[config.mk]
export PLATFORM = sky130hd
export DESIGN_NAME = joystick_rate_led_shifter_top
export DESIGN_NICKNAME = d
export VERILOG_FILES = /design/src/rtl/jrls_pkg.sv /design/src/rtl/jrls_cfg.sv /design/src/rtl/jrls_speed.sv /design/src/rtl/jrls_shift.sv /design/src/rtl/joystick_rate_led_shifter_top.sv
export VERILOG_INCLUDE_DIRS = /design/src /design/src/rtl
export SDC_FILE = /design/constraint.sdc
export NUM_CORES = 1
export LEC_CHECK = 0
export BUFFER_PORTS_ARGS = -buffer_cell sky130_fd_sc_hd__clkbuf_2
export CAP_MARGIN = 40
export CORE_MARGIN = 8
export CORE_UTILIZATION = 55
export CTS_CLUSTER_SIZE = 14
export DETAILED_ROUTE_END_ITERATION = 6
export GPL_TIMING_DRIVEN = 0
export PLACE_DENSITY = 0.71
export SLEW_MARGIN = 20
export SYNTH_ARGS = -nofsm -noshare
export SYNTH_HDL_FRONTEND = slang
export SYNTH_HIERARCHICAL = 1
export SYNTH_SLANG_ARGS = --single-unit
export TNS_END_PERCENT = 100
[constraint.sdc]
create_clock -name clk -period 10.31 [get_ports clk]
set_input_delay 0.5155 -clock clk [delete_from_list [all_inputs] [get_ports clk]]
set_output_delay 0.5155 -clock clk [all_outputs]
set_load 0.01 [all_outputs]
[src/rtl/assert_macros.svh]
`ifndef ASSERT_MACROS_SVH
`define ASSERT_MACROS_SVH

// checked only outside reset
`define ASSERT_CLK(lbl, prop, msg) \
  lbl: assert property (@(posedge clk) disable iff (rst) prop) \
    else $error(msg);

// checked on every edge, reset included
`define ASSERT_ALWAYS(lbl, prop, msg) \
  lbl: assert property (@(posedge clk) prop) \
    else $error(msg);

`endif

[src/rtl/jrls_pkg.sv]
`timescale 1ns / 1ps
`default_nettype none
package jrls_pkg;

  localparam int SAMPLE_W = 10;
  localparam int CENTRE_W = 10;
  localparam int DEAD_W   = 9;
  localparam int STEP_W   = 8;
  localparam int PERIOD_W = 7;
  localparam int LED_W    = 8;
  localparam int LEVEL_W  = 4;
  localparam int EDGE_W   = 12;  // signed band and dead band edges
  localparam int ADDR_W   = 5;
  localparam int DATA_W   = 32;
  localparam int INDEX_W  = 3;

  localparam logic [CENTRE_W-1:0] CENTRE_RST = 10'd542;
  localparam logic [DEAD_W-1:0]   DEAD_RST   = 9'd100;
  localparam logic [CENTRE_W-1:0] LEFT_RST   = 10'd400;
  localparam logic [CENTRE_W-1:0] RIGHT_RST  = 10'd600;
  localparam logic [STEP_W-1:0]   STEP_RST   = 8'd100;

  localparam logic [INDEX_W-1:0] REG_CENTRE = 3'd0;
  localparam logic [INDEX_W-1:0] REG_DEAD   = 3'd1;
  localparam logic [INDEX_W-1:0] REG_LEFT   = 3'd2;
  localparam logic [INDEX_W-1:0] REG_RIGHT  = 3'd3;
  localparam logic [INDEX_W-1:0] REG_STEP   = 3'd4;

  typedef struct packed {
    logic [CENTRE_W-1:0] centre_value;
    logic [DEAD_W-1:0]   dead_band;
    logic [CENTRE_W-1:0] left_band_top;
    logic [CENTRE_W-1:0] right_band_bottom;
    logic [STEP_W-1:0]   band_step;
  } cfg_t;

  typedef struct packed {
    logic signed [EDGE_W-1:0] lo;
    logic signed [EDGE_W-1:0] hi;
  } limits_t;

endpackage
`default_nettype wire

[src/rtl/jrls_cfg.sv]
`timescale 1ns / 1ps
`default_nettype none
module jrls_cfg (
  input  wire logic                          clk,
  input  wire logic                          rst,
  input  wire logic                          psel,
  input  wire logic                          penable,
  input  wire logic                          pwrite,
  input  wire logic [jrls_pkg::ADDR_W-1:0]   paddr,
  input  wire logic [jrls_pkg::DATA_W-1:0]   pwdata,
  output logic      [jrls_pkg::DATA_W-1:0]   prdata,
  output logic                               pready,
  output jrls_pkg::cfg_t                     cfg
);
  import jrls_pkg::*;

  logic               wr_en;
  logic [INDEX_W-1:0] index;

  assign pready = 1'b1;
  assign wr_en  = psel && penable && pwrite;
  assign index  = paddr[ADDR_W-1:2];

  always_ff @(posedge clk) begin
    if (rst) begin
      cfg.centre_value      <= CENTRE_RST;
      cfg.dead_band         <= DEAD_RST;
      cfg.left_band_top     <= LEFT_RST;
      cfg.right_band_bottom <= RIGHT_RST;
      cfg.band_step         <= STEP_RST;
    end else if (wr_en) begin
      unique case (index)
        REG_CENTRE: cfg.centre_value      <= pwdata[CENTRE_W-1:0];
        REG_DEAD:   cfg.dead_band         <= pwdata[DEAD_W-1:0];
        REG_LEFT:   cfg.left_band_top     <= pwdata[CENTRE_W-1:0];
        REG_RIGHT:  cfg.right_band_bottom <= pwdata[CENTRE_W-1:0];
        REG_STEP:   cfg.band_step         <= pwdata[STEP_W-1:0];
        default: ;
      endcase
    end
  end

  always_comb begin
    prdata = '0;
    unique case (index)
      REG_CENTRE: prdata = {{(DATA_W-CENTRE_W){1'b0}}, cfg.centre_value};
      REG_DEAD:   prdata = {{(DATA_W-DEAD_W){1'b0}}, cfg.dead_band};
      REG_LEFT:   prdata = {{(DATA_W-CENTRE_W){1'b0}}, cfg.left_band_top};
      REG_RIGHT:  prdata = {{(DATA_W-CENTRE_W){1'b0}}, cfg.right_band_bottom};
      REG_STEP:   prdata = {{(DATA_W-STEP_W){1'b0}}, cfg.band_step};
      default:    prdata = '0;
    endcase
  end

endmodule
`default_nettype wire

[src/rtl/jrls_speed.sv]
`timescale 1ns / 1ps
`default_nettype none
module jrls_speed (
  input  wire logic                           clk,
  input  wire logic                           rst,
  input  wire logic                           advance,
  input  wire logic [jrls_pkg::SAMPLE_W-1:0]  sample,
  input  wire jrls_pkg::cfg_t                 cfg,
  input  wire jrls_pkg::limits_t              limits,
  output logic      [jrls_pkg::PERIOD_W-1:0]  period_next,
  output logic      [jrls_pkg::LEVEL_W-1:0]   indicator_next
);
  import jrls_pkg::*;

  localparam logic [2:0] SP_START = 3'd0;
  localparam logic [2:0] SP_INIT  = 3'd1;
  localparam logic [2:0] SP_WAIT  = 3'd2;
  localparam logic [2:0] SP_LEFT  = 3'd3;
  localparam logic [2:0] SP_RIGHT = 3'd4;

  localparam logic [PERIOD_W-1:0] PER_SLOW = 7'd100;
  localparam logic [PERIOD_W-1:0] PER_MID  = 7'd50;
  localparam logic [PERIOD_W-1:0] PER_FAST = 7'd25;
  localparam logic [PERIOD_W-1:0] PER_TOP  = 7'd10;

  localparam logic [LEVEL_W-1:0] LVL_1 = 4'd1;
  localparam logic [LEVEL_W-1:0] LVL_2 = 4'd2;
  localparam logic [LEVEL_W-1:0] LVL_3 = 4'd4;
  localparam logic [LEVEL_W-1:0] LVL_4 = 4'd8;

  logic [2:0]              speed_phase, speed_phase_next;
  logic [PERIOD_W-1:0]     shift_period;
  logic [LEVEL_W-1:0]      indicator_bits;
  logic signed [EDGE_W-1:0] s, st1, st2, st3;
  logic signed [EDGE_W-1:0] l0, l1, l2, l3, r0, r1, r2, r3;

  assign s   = $signed({{(EDGE_W-SAMPLE_W){1'b0}}, sample});
  assign st1 = $signed({{(EDGE_W-STEP_W){1'b0}}, cfg.band_step});
  assign st2 = $signed({{(EDGE_W-STEP_W-1){1'b0}}, cfg.band_step, 1'b0});
  assign st3 = st1 + st2;

  // band edges, signed and unclipped
  assign l0 = $signed({{(EDGE_W-CENTRE_W){1'b0}}, cfg.left_band_top});
  assign l1 = l0 - st1;
  assign l2 = l0 - st2;
  assign l3 = l0 - st3;
  assign r0 = $signed({{(EDGE_W-CENTRE_W){1'b0}}, cfg.right_band_bottom});
  assign r1 = r0 + st1;
  assign r2 = r0 + st2;
  assign r3 = r0 + st3;

  always_comb begin
    unique case (speed_phase)
      SP_START: speed_phase_next = SP_INIT;
      SP_INIT:  speed_phase_next = SP_WAIT;
      SP_WAIT: begin
        if (s < limits.lo)      speed_phase_next = SP_LEFT;
        else if (s > limits.hi) speed_phase_next = SP_RIGHT;
        else                    speed_phase_next = SP_WAIT;
      end
      SP_LEFT, SP_RIGHT: speed_phase_next = SP_WAIT;
      default: speed_phase_next = SP_START;
    endcase
  end

  always_comb begin
    period_next    = shift_period;
    indicator_next = indicator_bits;
    if (speed_phase_next == SP_INIT) begin
      indicator_next = LVL_1;
      period_next    = '0;
    end else if (speed_phase_next == SP_LEFT) begin
      indicator_next = LVL_2;
      if (s <= l0 && s > l1) begin
        period_next = PER_SLOW; indicator_next = LVL_1;
      end else if (s <= l1 && s > l2) begin
        period_next = PER_MID;  indicator_next = LVL_2;
      end else if (s <= l2 && s > l3) begin
        period_next = PER_FAST; indicator_next = LVL_3;
      end else if (s <= l3) begin
        period_next = PER_TOP;  indicator_next = LVL_4;
      end
    end else if (speed_phase_next == SP_RIGHT) begin
      indicator_next = LVL_3;
      if (s >= r0 && s < r1) begin
        period_next = PER_SLOW; indicator_next = LVL_1;
      end else if (s >= r1 && s < r2) begin
        period_next = PER_MID;  indicator_next = LVL_2;
      end else if (s >= r2 && s < r3) begin
        period_next = PER_FAST; indicator_next = LVL_3;
      end else if (s >= r3) begin
        period_next = PER_TOP;  indicator_next = LVL_4;
      end
    end
  end

  always_ff @(posedge clk) begin
    if (rst) begin
      speed_phase    <= SP_START;
      shift_period   <= '0;
      indicator_bits <= '0;
    end else if (advance) begin
      speed_phase    <= speed_phase_next;
      shift_period   <= period_next;
      indicator_bits <= indicator_next;
    end
  end

endmodule
`default_nettype wire

[src/rtl/jrls_shift.sv]
`timescale 1ns / 1ps
`default_nettype none
module jrls_shift (
  input  wire logic                           clk,
  input  wire logic                           rst,
  input  wire logic                           advance,
  input  wire logic [jrls_pkg::SAMPLE_W-1:0]  sample,
  input  wire jrls_pkg::limits_t              limits,
  input  wire logic [jrls_pkg::PERIOD_W-1:0]  period,
  output logic      [jrls_pkg::LED_W-1:0]     pattern_next
);
  import jrls_pkg::*;

  localparam logic [2:0] SH_START  = 3'd0;
  localparam logic [2:0] SH_INIT   = 3'd1;
  localparam logic [2:0] SH_WAIT   = 3'd2;
  localparam logic [2:0] SH_LWAIT  = 3'd3;
  localparam logic [2:0] SH_RWAIT  = 3'd4;
  localparam logic [2:0] SH_LSHIFT = 3'd5;
  localparam logic [2:0] SH_RSHIFT = 3'd6;

  localparam logic [LED_W-1:0] LED_MSB = 8'h80;
  localparam logic [LED_W-1:0] LED_LSB = 8'h01;

  logic [2:0]               shift_phase, shift_phase_next;
  logic [PERIOD_W-1:0]      tick_count, tick_count_next, tick_base;
  logic [LED_W-1:0]         position_pattern;
  logic signed [EDGE_W-1:0] s;

  assign s = $signed({{(EDGE_W-SAMPLE_W){1'b0}}, sample});

  always_comb begin
    tick_base = tick_count;
    unique case (shift_phase)
      SH_START: shift_phase_next = SH_INIT;
      SH_INIT:  shift_phase_next = SH_WAIT;
      SH_WAIT: begin
        if (s < limits.lo) begin
          shift_phase_next = SH_LWAIT;
          tick_base        = '0;
        end else if (s > limits.hi) begin
          shift_phase_next = SH_RWAIT;
          tick_base        = '0;
        end else begin
          shift_phase_next = SH_WAIT;
        end
      end
      SH_LWAIT: shift_phase_next = (tick_count < period) ? SH_LWAIT : SH_LSHIFT;
      SH_RWAIT: shift_phase_next = (tick_count < period) ? SH_RWAIT : SH_RSHIFT;
      SH_LSHIFT, SH_RSHIFT: shift_phase_next = SH_WAIT;
      default: shift_phase_next = SH_START;
    endcase
  end

  always_comb begin
    tick_count_next = tick_base;
    pattern_next    = position_pattern;
    case (shift_phase_next)
      SH_INIT:  pattern_next = LED_MSB;
      SH_WAIT:  tick_count_next = '0;
      SH_LWAIT, SH_RWAIT: tick_count_next = tick_base + 7'd1;
      SH_LSHIFT: pattern_next = (position_pattern == LED_MSB) ? LED_LSB
                                : {position_pattern[LED_W-2:0], 1'b0};
      SH_RSHIFT: pattern_next = (position_pattern == LED_LSB) ? LED_MSB
                                : {1'b0, position_pattern[LED_W-1:1]};
      default: ;
    endcase
  end

  always_ff @(posedge clk) begin
    if (rst) begin
      shift_phase      <= SH_START;
      tick_count       <= '0;
      position_pattern <= '0;
    end else if (advance) begin
      shift_phase      <= shift_phase_next;
      tick_count       <= tick_count_next;
      position_pattern <= pattern_next;
    end
  end

endmodule
`default_nettype wire

[src/rtl/joystick_rate_led_shifter_top.sv]
// channel   signals                                      payload
// config    psel penable pwrite paddr pwdata prdata pready  five registers at 4*i
// sample    sample_valid sample_ready                     stick_sample
// result    result_valid result_ready                     led_position level_indicator
//
// one result word per sample word; sustained rate one word per cycle while result_ready stays high
// path: input register, then speed and shift update into the result register
// the input register advances whenever the result register is empty or being taken
// rst (synchronous) clears both machines, the counters and both valid flags
// a stalled result holds one sample in the input register, then sample_ready drops
`timescale 1ns / 1ps
`default_nettype none
`include "assert_macros.svh"
module joystick_rate_led_shifter_top (
  input  wire logic                           clk,
  input  wire logic                           rst,
  input  wire logic                           psel,
  input  wire logic                           penable,
  input  wire logic                           pwrite,
  input  wire logic [jrls_pkg::ADDR_W-1:0]    paddr,
  input  wire logic [jrls_pkg::DATA_W-1:0]    pwdata,
  output logic      [jrls_pkg::DATA_W-1:0]    prdata,
  output logic                                pready,
  input  wire logic                           sample_valid,
  output logic                                sample_ready,
  input  wire logic [jrls_pkg::SAMPLE_W-1:0]  stick_sample,
  output logic                                result_valid,
  input  wire logic                           result_ready,
  output logic      [jrls_pkg::LED_W-1:0]     led_position,
  output logic      [jrls_pkg::LEVEL_W-1:0]   level_indicator
);
  import jrls_pkg::*;

  cfg_t                cfg;
  limits_t             limits;
  logic                s1_valid;
  logic [SAMPLE_W-1:0] s1_sample;
  logic                advance;
  logic [PERIOD_W-1:0] period_next;
  logic [LEVEL_W-1:0]  indicator_next;
  logic [LED_W-1:0]    pattern_next;

  jrls_cfg u_cfg (
    .clk     (clk),
    .rst     (rst),
    .psel    (psel),
    .penable (penable),
    .pwrite  (pwrite),
    .paddr   (paddr),
    .pwdata  (pwdata),
    .prdata  (prdata),
    .pready  (pready),
    .cfg     (cfg)
  );

  // dead band limits, signed and unclipped
  assign limits.lo = $signed({{(EDGE_W-CENTRE_W){1'b0}}, cfg.centre_value})
                   - $signed({{(EDGE_W-DEAD_W){1'b0}}, cfg.dead_band});
  assign limits.hi = $signed({{(EDGE_W-CENTRE_W){1'b0}}, cfg.centre_value})
                   + $signed({{(EDGE_W-DEAD_W){1'b0}}, cfg.dead_band});

  assign advance      = s1_valid && (!result_valid || result_ready);
  assign sample_ready = !s1_valid || advance;

  always_ff @(posedge clk) begin
    if (rst) begin
      s1_valid <= 1'b0;
    end else if (sample_ready) begin
      s1_valid <= sample_valid;
    end
  end

  always_ff @(posedge clk) begin
    if (sample_valid && sample_ready) begin
      s1_sample <= stick_sample;
    end
  end

  jrls_speed u_speed (
    .clk            (clk),
    .rst            (rst),
    .advance        (advance),
    .sample         (s1_sample),
    .cfg            (cfg),
    .limits         (limits),
    .period_next    (period_next),
    .indicator_next (indicator_next)
  );

  // the shift machine sees the period chosen in the same tick
  jrls_shift u_shift (
    .clk          (clk),
    .rst          (rst),
    .advance      (advance),
    .sample       (s1_sample),
    .limits       (limits),
    .period       (period_next),
    .pattern_next (pattern_next)
  );

  always_ff @(posedge clk) begin
    if (rst) begin
      result_valid <= 1'b0;
    end else if (advance) begin
      result_valid <= 1'b1;
    end else if (result_ready) begin
      result_valid <= 1'b0;
    end
  end

  always_ff @(posedge clk) begin
    if (advance) begin
      led_position    <= pattern_next;
      level_indicator <= indicator_next;
    end
  end

  `ASSERT_CLK(a_led_onehot0, result_valid |-> $onehot0(led_position), "led pattern not one-hot")
  `ASSERT_CLK(a_level_onehot, result_valid |-> $onehot(level_indicator), "level not one-hot")
  `ASSERT_CLK(a_stall_only, !sample_ready |-> (s1_valid && result_valid && !result_ready), "input blocked without stall")
  `ASSERT_CLK(a_advance_fills, advance |=> result_valid, "result word lost after advance")
  `ASSERT_ALWAYS(a_rst_clears, rst |=> (!result_valid && !s1_valid), "valid flags survive reset")

endmodule
`default_nettype wire
==> results.sh, run 1 <==
export IMPL_run_status="completed"
export IMPL_core_area_mm2=0.0210
export IMPL_via_count_of_the_first_global_routing_pass=10392
export IMPL_num_fill_cells=1930
export IMPL_die_extent_in_x_um=163
export IMPL_finalSetupViolations=0
export IMPL_antennaDiodeCount=0
export IMPL_worst_endpoint_arrival_ps=7850
export IMPL_initialDrtViolationCount=671
export IMPL_power_leakage_nw=6.03
export IMPL_setup_tns_ps=0
export IMPL_netlist_instances=1429
export IMPL_die_area_mm2=0.0264
export IMPL_post_synth_instance_area_mm2=0.0118
export IMPL_power_per_cell_area_mw_per_mm2=82.5
export IMPL_i_o_pins=101
export IMPL_timing_max_slew_rel_slack_pct=41.5
export IMPL_grt_setup_unrepaired="false"
export IMPL_drt_vias_per_instance=6.05
export IMPL_synth_warnings=6
export IMPL_netlist_top_cell_by_area="ha_1"
export IMPL_ctsHoldBuffers=0
export IMPL_worst_r2r_cell_count=30
export IMPL_ys_seq_elements=103
export IMPL_critical_path_required_ps=10410
export IMPL_power_w=0.00106
export IMPL_worst_path_most_repeated_cell="inv_1"
export IMPL_number_of_enable_flip_flop_cells_after_synthesis=22
export IMPL_clk_pin_slew_ps=80
export IMPL_synth_top_cell_area_share_pct=21.1
export IMPL_latest_clock_arrival_within_the_worst_skew_pair_ps=360
export IMPL_ys_types=99
export IMPL_flow_area_growth_from_synthesis_pct=8.60
export IMPL_cp_slowest_stage_delay_ps=760
export IMPL_cts_sinks=103
export IMPL_maxClockFrequency_mhz=129
export IMPL_post_cts_resize_count=0
export IMPL_cts_inserted_buffers=9
export IMPL_rows=53
export IMPL_hold_class="in2reg"
export IMPL_drive_above_1_share_pct=10.2
export IMPL_hold_viol_final=0
export IMPL_groute_usage_overall_pct=24.6
export IMPL_power_ir_vdd_worst_v=0.0000729
export IMPL_vias=10891
export IMPL_ys_dominant_reg_cell="dfxtp_1"
export IMPL_grt_overflow_total=0
export IMPL_place_hpwl_um=25800
export IMPL_largest_net_degree_at_the_start_of_global_routing=19
export IMPL_final_antenna_net_count=0
export IMPL_slowest_stage="dfxtp_1"
export IMPL_most_common_cell_after_layout_fill_and_taps_aside="ha_1"
export IMPL_maxcap_violations=0
export IMPL_worst_pin_slew_ps=877
export IMPL_post_route_min_period_ps=7750
export IMPL_crit_path_max_fanout=9
export IMPL_starting_utilization_of_the_core_area_pct=56.2
export IMPL_post_cts_buffers=0
export IMPL_synth_async_reset_ratio_pct=0
export IMPL_cts_tree="done"
export IMPL_slew_viol_final=0
export IMPL_setup_cp_type="reg2reg"
export IMPL_antenna_found_initial=0
export IMPL_gp_congestion=0.939
export IMPL_postPlaceCellArea_mm2=0.0125
export IMPL_h_tree_depth=3
export IMPL_finish_instance_area_mm2=0.0128
export IMPL_cts_root_buffer_cell="clkbuf_16"
export IMPL_worstSetupEndpointType="register"
export IMPL_final_net_count=1781
export IMPL_port_buffers=53
export IMPL_fp_dieH_um=163
export IMPL_postRouteWirelength_um=33200
export IMPL_layout_common_cells="ha_1 (199), inv_1 (152), nor2_1 (115)"
export IMPL_drc=0
export IMPL_clock_tree_buffer_depth=2
export IMPL_routedWlPerCell_um=18.5
export IMPL_grt_pass1_wl_um=52700
export IMPL_clock_skew_final_ps=13.1
export IMPL_min_period_over_period_pct=75.1
export IMPL_worstSetupStartpointType="register"
export IMPL_netlist_top_cells_area="ha_1 (21%), dfxtp_1 (14%), edfxtp_1 (5.6%), inv_1 (4.8%), mux2i_1 (4.2%)"
export IMPL_detail_route_first_pass_iterations=6
export IMPL_hold_path_depth=1
export IMPL_synth_yosys_seq_area_share_pct=19.3
export IMPL_avgSynthCellArea_um2=8.27
## area by class of cell
type,count,area (um^2),area share [%]
Buffer,56,354,2.76
Clock buffer,12,258,2.01
Sequential cell,103,2280,17.8
Tap cell,275,344,2.68
Multi-Input combinational cell,1141,8690,67.8
Inverter,153,574,4.48
Clock inverter,4,36.3,0.283
Timing Repair Buffer,55,285,2.22
## worst max-delay path, delay by kind of cell, from the launching register on
kind	cells	cell delay [ps]
simple gates	4	410
flops	1	760
buf+inv	4	560
fa+ha+maj	4	1390
xor+xnor	2	350
compound gates	16	3980
## registers in the layout, summed over array words and instances, names as in the netlist
register                  cells
u_cfg/cfg                    47
s1_sample                    10
led_position                  8
u_shift/position_pattern      8
u_shift/tick_count            7
u_speed/shift_period          7
level_indicator               4
u_speed/indicator_bits        4
u_shift/shift_phase           3
u_speed/speed_phase           3
result_valid                  1
s1_valid                      1
## path summary, 6_finish.rpt
check	endpoint	from	slack, ps
max reg2reg	led_position[1]	u_cfg/cfg[1]	2560
min reg2reg	u_speed/shift_period[6]	u_speed/shift_period[6]	480
min	s1_sample[7]	stick_sample[7]	330
max	led_position[1]	u_cfg/cfg[1]	2560
## report_power, final
group	internal (W)	switching, W	total, W
Combinational	0.000109	0.000155	0.000264
Sequential	0.000423	0.0000230	0.000446
Clock	0.000183	0.000166	0.000348
## kinds of logic (layout without fill, tap and decap cells)
kind of cell               Yosys count  count (layout)  synth area share [%]
other                                3              27                0.0953
buffers and inverters              209             280                  7.86
adders and majority gates          208             208                  22.6
AOI/OAI and AO/OA                  387             387                  23.0
and+or+nand+nor                    401             401                  17.5
muxes                               60              60                  5.30
xor gates and xnor gates            58              58                  4.30
DFF                                103             103                  19.3
## synthesized netlist by cell type (all sizes together), types with 31 or more instances
cell / n
a21oi: 95
nand2b: 60
nand3: 31
nor2: 118
buf: 35
ha: 199
mux2i: 49
inv: 152
xnor2: 42
nand2: 72
dfxtp: 81
o21ai: 61
## metal layers
| metal | track usage [%] | vias to the layer above | part of all wire [%] |
|---|---|---|---|
| met5 | 0 | - | 0 |
| met4 | 9.51 | 0 | 3.4 |
| met3 | 3.59 | 75 | 6.1 |
| met2 | 41.5 | 381 | 46 |
| met1 | 31.1 | 5111 | 44 |
| li1 | - | 5324 | - |
## stage by stage
stage	std cells	setup slack [ps]	hold WS, ps	utilization [%]
finish	1799	2560	330	61.0
global placement	1781	2820	463	59.5
floorplan	1453	3690	441	-
detailed placement	1783	2690	467	59.6
CTS	1799	2670	321	61.0
global route	1799	1990	318	61.0
(Power assumes the default switching activity.)
==> run 2: changes to the inputs <==
--- a/config.mk
+++ b/config.mk
@@ -13,7 +13,7 @@
 export CTS_CLUSTER_SIZE = 14
 export DETAILED_ROUTE_END_ITERATION = 6
 export GPL_TIMING_DRIVEN = 0
-export PLACE_DENSITY = 0.71
+export PLACE_DENSITY = 0.74
 export SLEW_MARGIN = 20
 export SYNTH_ARGS = -nofsm -noshare
 export SYNTH_HDL_FRONTEND = slang
==> constraint.sdc (replaced) <==
create_clock -name clk -period 6.3 [get_ports clk]
set_input_delay 0.315 -clock clk [delete_from_list [all_inputs] [get_ports clk]]
set_output_delay 0.315 -clock clk [all_outputs]
set_load 0.01 [all_outputs]
==> run 2 against run 1 <==
  * The flow now finishes with violations (negative setup slack)
  * Cell count up 1.3%
  * Clock power up 64%
  * Flip-flop and latch count unchanged
  * Clock skew down 4.9 ps
  * Die area unchanged
  * Routed wire length up 1.8%
  * Highest routed layer unchanged
  * Largest power group unchanged
  * Critical path depth unchanged
==> results.sh, run 2 (synthesized netlist as in run 1, its figures left out) <==
export IMPL_run_status="finished with violations"
export IMPL_violations="negative setup slack"
export IMPL_antennaDiodeCount=0
export IMPL_grt_pass1_wl_um=54200
export IMPL_layout_top_registers="u_cfg/cfg (47), s1_sample (10)"
export IMPL_postPlaceCellArea_mm2=0.0125
export IMPL_drt_vias_per_instance=6.02
export IMPL_initialDrtViolationCount=771
export IMPL_multi_input_area_mm2=0.00904
export IMPL_final_antenna_net_count=0
export IMPL_worstSetupStartpointType="register"
export IMPL_worst_r2r_cell_count=30
export IMPL_port_buffers=53
export IMPL_min_period_over_period_pct=108
export IMPL_slowest_stage="a2111o_1"
export IMPL_cts_tree="done"
export IMPL_dp_slack_ps=-783
export IMPL_via_count_of_the_first_global_routing_pass=10859
export IMPL_maxcap_violations=0
export IMPL_dr_wl_met2_um=15600
export IMPL_critical_path_reg2reg_endpoint="led_position[6]"
export IMPL_drive_above_1_share_pct=15.6
export IMPL_flow_area_growth_from_synthesis_pct=13.2
export IMPL_clk_pin_slew_ps=80
export IMPL_most_common_cell_after_layout_fill_and_taps_aside="ha_1"
export IMPL_routedWlPerCell_um=18.5
export IMPL_max_flop_register="u_cfg/cfg"
export IMPL_finalSetupViolations=25
export IMPL_num_fill_cells=1786
export IMPL_final_net_count=1804
export IMPL_die_extent_in_x_um=163
export IMPL_groute_usage_overall_pct=25.2
export IMPL_antenna_found_initial=0
export IMPL_layout_common_cells="ha_1 (193), inv_1 (147), nor2_1 (111)"
export IMPL_hold_path_depth=1
export IMPL_fin_worst_hold_slack_ps=121
export IMPL_maxClockFrequency_mhz=147
export IMPL_placed_cell_count=1783
export IMPL_place_hpwl_um=25000
export IMPL_hold_viol_final=0
export IMPL_cts_inserted_buffers=9
export IMPL_largest_net_degree_at_the_start_of_global_routing=20
export IMPL_postRouteWirelength_um=33800
export IMPL_vias=10964
export IMPL_clock_tree_buffer_depth=2
export IMPL_gp_congestion=0.920
export IMPL_power_leakage_nw=6.23
export IMPL_reg2reg_setup_slack_ps=-520
export IMPL_latest_clock_arrival_within_the_worst_skew_pair_ps=370
export IMPL_finalNonFillerCells=1822
export IMPL_worst_pin_slew_ps=868
export IMPL_cts_root_buffer_cell="clkbuf_16"
export IMPL_power_per_cell_area_mw_per_mm2=132
export IMPL_hold_start="stick_sample[9]"
export IMPL_core_area_mm2=0.0210
export IMPL_uppermost_routed_layer="met4"
export IMPL_starting_utilization_of_the_core_area_pct=56.2
export IMPL_worst_endpoint_arrival_ps=6940
export IMPL_i_o_pins=101
export IMPL_detail_route_first_pass_iterations=7
export IMPL_slew_viol_final=0
export IMPL_fp_dieH_um=163
export IMPL_reg2reg_from="u_cfg/cfg[1]"
export IMPL_crit_path_max_fanout=7
export IMPL_critPathBufInv=5
export IMPL_finish_instance_area_mm2=0.0134
export IMPL_hold_class="in2reg"
export IMPL_power_ir_vdd_worst_v=0.000112
export IMPL_timing_max_slew_rel_slack_pct=42.1
export IMPL_die_area_mm2=0.0264
export IMPL_m1WireLength_um=14800
export IMPL_drc=0
export IMPL_clock_skew_final_ps=8.21
export IMPL_cts_sinks=103
export IMPL_crit_family="compound AO/OA/AOI/OAI gates"
export IMPL_grt_setup_unrepaired="true"
export IMPL_cp_slowest_stage_delay_ps=460
export IMPL_setup_ws_ps=-523
export IMPL_whs_endpoint="s1_sample[9]"
export IMPL_grt_overflow_total=0
export IMPL_largest_register_ffs=47
export IMPL_h_tree_depth=3
export IMPL_ctsHoldBuffers=0
export IMPL_rows=53
export IMPL_regArea_mm2=0.00230
export IMPL_wire_length_on_met3_um=2020
export IMPL_critical_path_required_ps=6410
export IMPL_post_route_min_period_ps=6820
export IMPL_setup_cp_type="reg2reg"
export IMPL_worstSetupEndpointType="register"
run 2: changes by cell type in the layout (fill, tap and decap cells not counted), sizes merged:
cell | before | now
clkbuf | 86 | 83
buf | 37 | 60
clkinv | 1 | 4
run 2: per-layer routing:
| layer | global-route usage (%) | vias up |
|---|---|---|
| li1 | - | 5375 |
| met1 | 31.1 | 5109 |
| met2 | 42.0 | 385 |
| met3 | 4.93 | 95 |
| met4 | 11.0 | 0 |
| met5 | 0 | - |
run 2: final cells by class:
class,instances,area share [%]
plain buffers,56,2.70
clock buffers,9,1.68
clock inverters,7,0.505
inverters,153,4.31
multi-input cells,1141,67.6
flip-flops and latches,103,17.2
well taps,275,2.57
repair buffers,78,3.48
run 2: power by group:
group	leakage [nW]	internal, W	switching, W
Sequential	0.866	0.000691	0.0000380
Combinational	5.22	0.000198	0.000263
Clock	0.140	0.000279	0.000293
Total	6.23	0.00117	0.000594
run 2: worst register-to-register path: cells and delay by family, from the launching register on:
kind	cells	cell delay [ps]
flops	1	380
simple gates	3	300
fa+ha+maj	4	1110
xor+xnor	2	290
compound gates	16	3820
buf+inv	5	670
run 2: worst max path at each step:
stage	start	end	slack, ps	cells after the start
after detailed placement	u_cfg/cfg[2]	led_position[7]	-780	31
after floorplan	u_cfg/cfg[1]	led_position[1]	30	31
final	u_cfg/cfg[1]	led_position[6]	-520	30
after global routing	u_cfg/cfg[1]	led_position[3]	-770	33
after CTS	u_cfg/cfg[1]	led_position[3]	-410	31
after global placement	u_cfg/cfg[2]	led_position[3]	-740	30
run 2: stage by stage:
stage	setup TNS, ps	util (%)	power [W]
CTS	-6820	62.0	0.00174
global route	-13270	63.6	0.00185
finish	-8720	63.6	0.00176
floorplan	0	-	0.00104
detailed placement	-15990	59.7	0.00116
global placement	-14410	59.6	0.00115
run 2: timing repair:
item,in CTS,in global routing
pin swaps,34,51
buffers inserted,15,8
gates resized for setup,26,63
endpoints found under the setup margin,25,25
==> run 3: changes to the inputs <==
--- a/config.mk
+++ b/config.mk
@@ -10,13 +10,13 @@
 export CAP_MARGIN = 40
 export CORE_MARGIN = 8
 export CORE_UTILIZATION = 55
-export CTS_CLUSTER_SIZE = 14
+export CTS_CLUSTER_SIZE = 12
 export DETAILED_ROUTE_END_ITERATION = 6
 export GPL_TIMING_DRIVEN = 0
-export PLACE_DENSITY = 0.74
+export PLACE_DENSITY = 0.75
+export REMOVE_ABC_BUFFERS = 1
 export SLEW_MARGIN = 20
 export SYNTH_ARGS = -nofsm -noshare
 export SYNTH_HDL_FRONTEND = slang
-export SYNTH_HIERARCHICAL = 1
 export SYNTH_SLANG_ARGS = --single-unit
 export TNS_END_PERCENT = 100
==> run 3 against run 2 <==
  * Count of clock-buffer cells in the layout rose by 1
  * Non-clock buffer count is 45 lower
  * Worst hold slack better by 4.5 ps
  * The run ends with design-rule violations, negative setup slack left
  * Sequential share of layout area rose by 1.8 points
  * Register-to-register slack worse by 170 ps
==> results.sh, run 3 <==
export IMPL_run_status="finished with violations"
export IMPL_violations="design-rule violations, negative setup slack"
export IMPL_ys_dominant_reg_cell="dfxtp_1"
export IMPL_pwr_share_comb_pct=26.2
export IMPL_via_count_of_the_first_global_routing_pass=9705
export IMPL_regArea_mm2=0.00230
export IMPL_maxcap_violations=0
export IMPL_layout_top_registers="u_cfg.cfg (47), s1_sample (10)"
export IMPL_combinational_family_with_the_most_area_after_synthesis="compound AO/OA/AOI/OAI gates"
export IMPL_cts_root_buffer_cell="clkbuf_16"
export IMPL_largest_register_ffs=47
export IMPL_dp_slack_ps=-1820
export IMPL_ys_seq_elements=103
export IMPL_power_w=0.00174
export IMPL_final_net_count=1625
export IMPL_synth_commonest_cells="ha_1 (179), nand2_1 (112), nor2_1 (112)"
export IMPL_synthAdderAreaFrac_pct=22.6
export IMPL_postRouteWirelength_um=30800
export IMPL_cp_slowest_stage_delay_ps=460
export IMPL_clock_skew_final_ps=13.2
export IMPL_critical_path_required_ps=6560
export IMPL_netlist_top_cell_by_area="ha_1"
export IMPL_finalNonFillerCells=1653
export IMPL_p_clk_share_pct=31.5
export IMPL_grt_use_met3_pct=3.38
export IMPL_synthSimpleGateAreaFrac_pct=16.7
export IMPL_power_ir_vdd_worst_v=0.000165
export IMPL_slowest_stage="or3b_2"
export IMPL_number_of_enable_flip_flop_cells_after_synthesis=22
export IMPL_maxClockFrequency_mhz=143
export IMPL_slew_viol_final=0
export IMPL_internal_power_w=0.00116
export IMPL_min_period_over_period_pct=111
export IMPL_synth_compound_area_share_pct=24.8
export IMPL_grt_setup_unrepaired="true"
export IMPL_grt_pass1_wl_um=49200
export IMPL_hold_viol_final=0
export IMPL_place_hpwl_um=22400
export IMPL_drc=6
export IMPL_fp_dieH_um=156
export IMPL_cts_tree="done"
export IMPL_i_o_pins=101
export IMPL_gp_congestion=0.952
export IMPL_met1_layer_usage_reported_by_global_route_pct=33.2
export IMPL_power_per_cell_area_mw_per_mm2=143
export IMPL_placed_cell_count=1603
export IMPL_cts_sinks=103
export IMPL_post_synth_instance_area_mm2=0.0107
export IMPL_final_antenna_net_count=0
export IMPL_detail_route_first_pass_iterations=7
export IMPL_netlist_instances=1325
export IMPL_fin_worst_hold_slack_ps=126
export IMPL_die_extent_in_x_um=156
export IMPL_grt_overflow_total=0
export IMPL_groute_usage_overall_pct=25.3
export IMPL_worst_pin_slew_ps=883
export IMPL_worst_endpoint_arrival_ps=7260
export IMPL_yosys_mux_area_fraction_pct=2.00
export IMPL_largest_net_degree_at_the_start_of_global_routing=61
export IMPL_worst_path_most_repeated_cell="a21oi_2"
export IMPL_starting_utilization_of_the_core_area_pct=55.6
export IMPL_port_buffers=53
export IMPL_yosys_area_share_xor_xnor_pct=5.48
export IMPL_latest_clock_arrival_within_the_worst_skew_pair_ps=360
export IMPL_num_fill_cells=1715
export IMPL_seqPwrFrac_pct=42.3
export IMPL_synth_async_reset_ratio_pct=0
export IMPL_netlist_top_cells_area="ha_1 (21%), dfxtp_1 (15%), edfxtp_1 (6.2%), a21oi_1 (5.1%), nand2_1 (3.9%)"
export IMPL_worstSetupEndpointType="register"
export IMPL_synth_most_common_cell="ha_1"
export IMPL_die_area_mm2=0.0242
export IMPL_max_flop_register="u_cfg.cfg"
export IMPL_synth_warnings=0
export IMPL_finalSetupViolations=25
export IMPL_drt_vias_per_instance=6.10
export IMPL_clk_pin_slew_ps=70
export IMPL_top_usage_layer="met2"
export IMPL_rows=51
export IMPL_layout_common_cells="ha_1 (171), nand2_1 (111), nor2_1 (108)"
export IMPL_most_common_cell_after_layout_fill_and_taps_aside="ha_1"
export IMPL_multi_input_area_mm2=0.00820
export IMPL_drive_above_1_share_pct=15.0
export IMPL_ctsHoldBuffers=0
export IMPL_synth_top_cell_area_share_pct=20.9
export IMPL_crit_path_max_fanout=8
export IMPL_h_tree_depth=3
export IMPL_timing_max_slew_rel_slack_pct=41.2
export IMPL_synth_yosys_seq_area_share_pct=21.3
export IMPL_avgSynthCellArea_um2=8.08
export IMPL_worstSetupStartpointType="register"
export IMPL_power_switching_w=0.000577
export IMPL_routedWlPerCell_um=18.6
export IMPL_post_route_min_period_ps=7000
export IMPL_cts_inserted_buffers=9
export IMPL_grt_use_met2_pct=42.3
export IMPL_netSwitchingFraction_pct=33.3
export IMPL_core_area_mm2=0.0193
export IMPL_setup_ws_ps=-697
export IMPL_power_leakage_nw=5.31
export IMPL_vias=10077
export IMPL_antennaDiodeCount=0
export IMPL_flow_area_growth_from_synthesis_pct=13.2
export IMPL_ys_types=85
export IMPL_initialDrtViolationCount=834
export IMPL_setup_cp_type="reg2reg"
export IMPL_clock_tree_buffer_depth=2
export IMPL_antenna_found_initial=0
export IMPL_hold_class="in2reg"
==> run 3: cell count changes after synthesis, sizes merged, moves of 13 or more <==
| cell | before | now |
|---|---|---|
| a211oi | 19 | 32 |
| a21oi | 95 | 111 |
| ha | 199 | 179 |
| inv | 152 | 111 |
| mux2i | 49 | 18 |
| nand2 | 72 | 112 |
| nand2b | 60 | 20 |
| o21ai | 61 | 77 |
==> run 3: worst paths after layout <==
check	from	to	slack [ps]	depth (start not counted)
max	u_cfg.cfg[0]	u_shift.position_pattern[2]	-700	31
min	stick_sample[4]	s1_sample[4]	130	1
max reg2reg	u_cfg.cfg[0]	u_shift.position_pattern[2]	-700	31
min reg2reg	u_speed.indicator_bits[3]	u_speed.indicator_bits[3]	460	2
==> run 3: metal layers <==
metal,wire length (um),vias to the layer above
met4,736,0
li1,-,4875
met3,2190,62
met1,13500,4764
met2,14400,376
met5,0,-
==> run 3: power by group through the flow <==
stage | clock (W) | combinational (W) | sequential (W)
6_report | 0.000547 | 0.000454 | 0.000735
5_1_grt | 0.000576 | 0.000501 | 0.000737
4_1_cts | 0.000553 | 0.000429 | 0.000732
3_5_place_dp | 0 | 0.000389 | 0.000748
3_3_place_gp | 0 | 0.000375 | 0.000747
2_1_floorplan | 0 | 0.000276 | 0.000732
==> run 3: logic make-up (layout without fill, tap and decap cells) <==
group,Yosys count,count (layout)
muxes,20,20
AOI/OAI and AO/OA,395,395
buffers and inverters,176,217
xor gates and xnor gates,67,67
and+or+nand+nor,374,375
other,2,23
DFF,103,103
adders and majority gates,188,188
==> run 3: layout make-up <==
cell class,instances,area share (%)
well taps,265,2.74
clock buffers,10,1.89
inverters,112,3.51
multi-input cells,1068,67.6
flip-flops and latches,103,19.0
clock inverters,6,0.423
repair buffers,89,4.84
==> run 3: per-stage QoR <==
| stage | instance area, um^2 | setup TNS, ps | util, % |
|---|---|---|---|
| after floorplan | 10400 | -6370 | - |
| after global placement | 11000 | -38850 | 57.3 |
| after detailed placement | 11100 | -39930 | 57.6 |
| after CTS | 11900 | -10770 | 61.8 |
| after global routing | 12100 | -21460 | 62.9 |
| final | 12100 | -14150 | 62.9 |
==> run 3: repair_timing <==
action                                  in CTS  in global routing
pin swaps                                   34                 34
endpoints found under the setup margin      25                 25
cloned                                       1                  0
resized for setup                           77                 28
buffers inserted                            25                  6
==> run 3: worst max-delay path, delay by kind of cell (launching register included) <==
kind | cells | cell delay [ps]
AOI/OAI and AO/OA | 16 | 2930
and+or+nand+nor | 8 | 1940
adders and majority gates | 4 | 1160
DFF | 1 | 380
buffers and inverters | 2 | 310
xor gates and xnor gates | 1 | 160
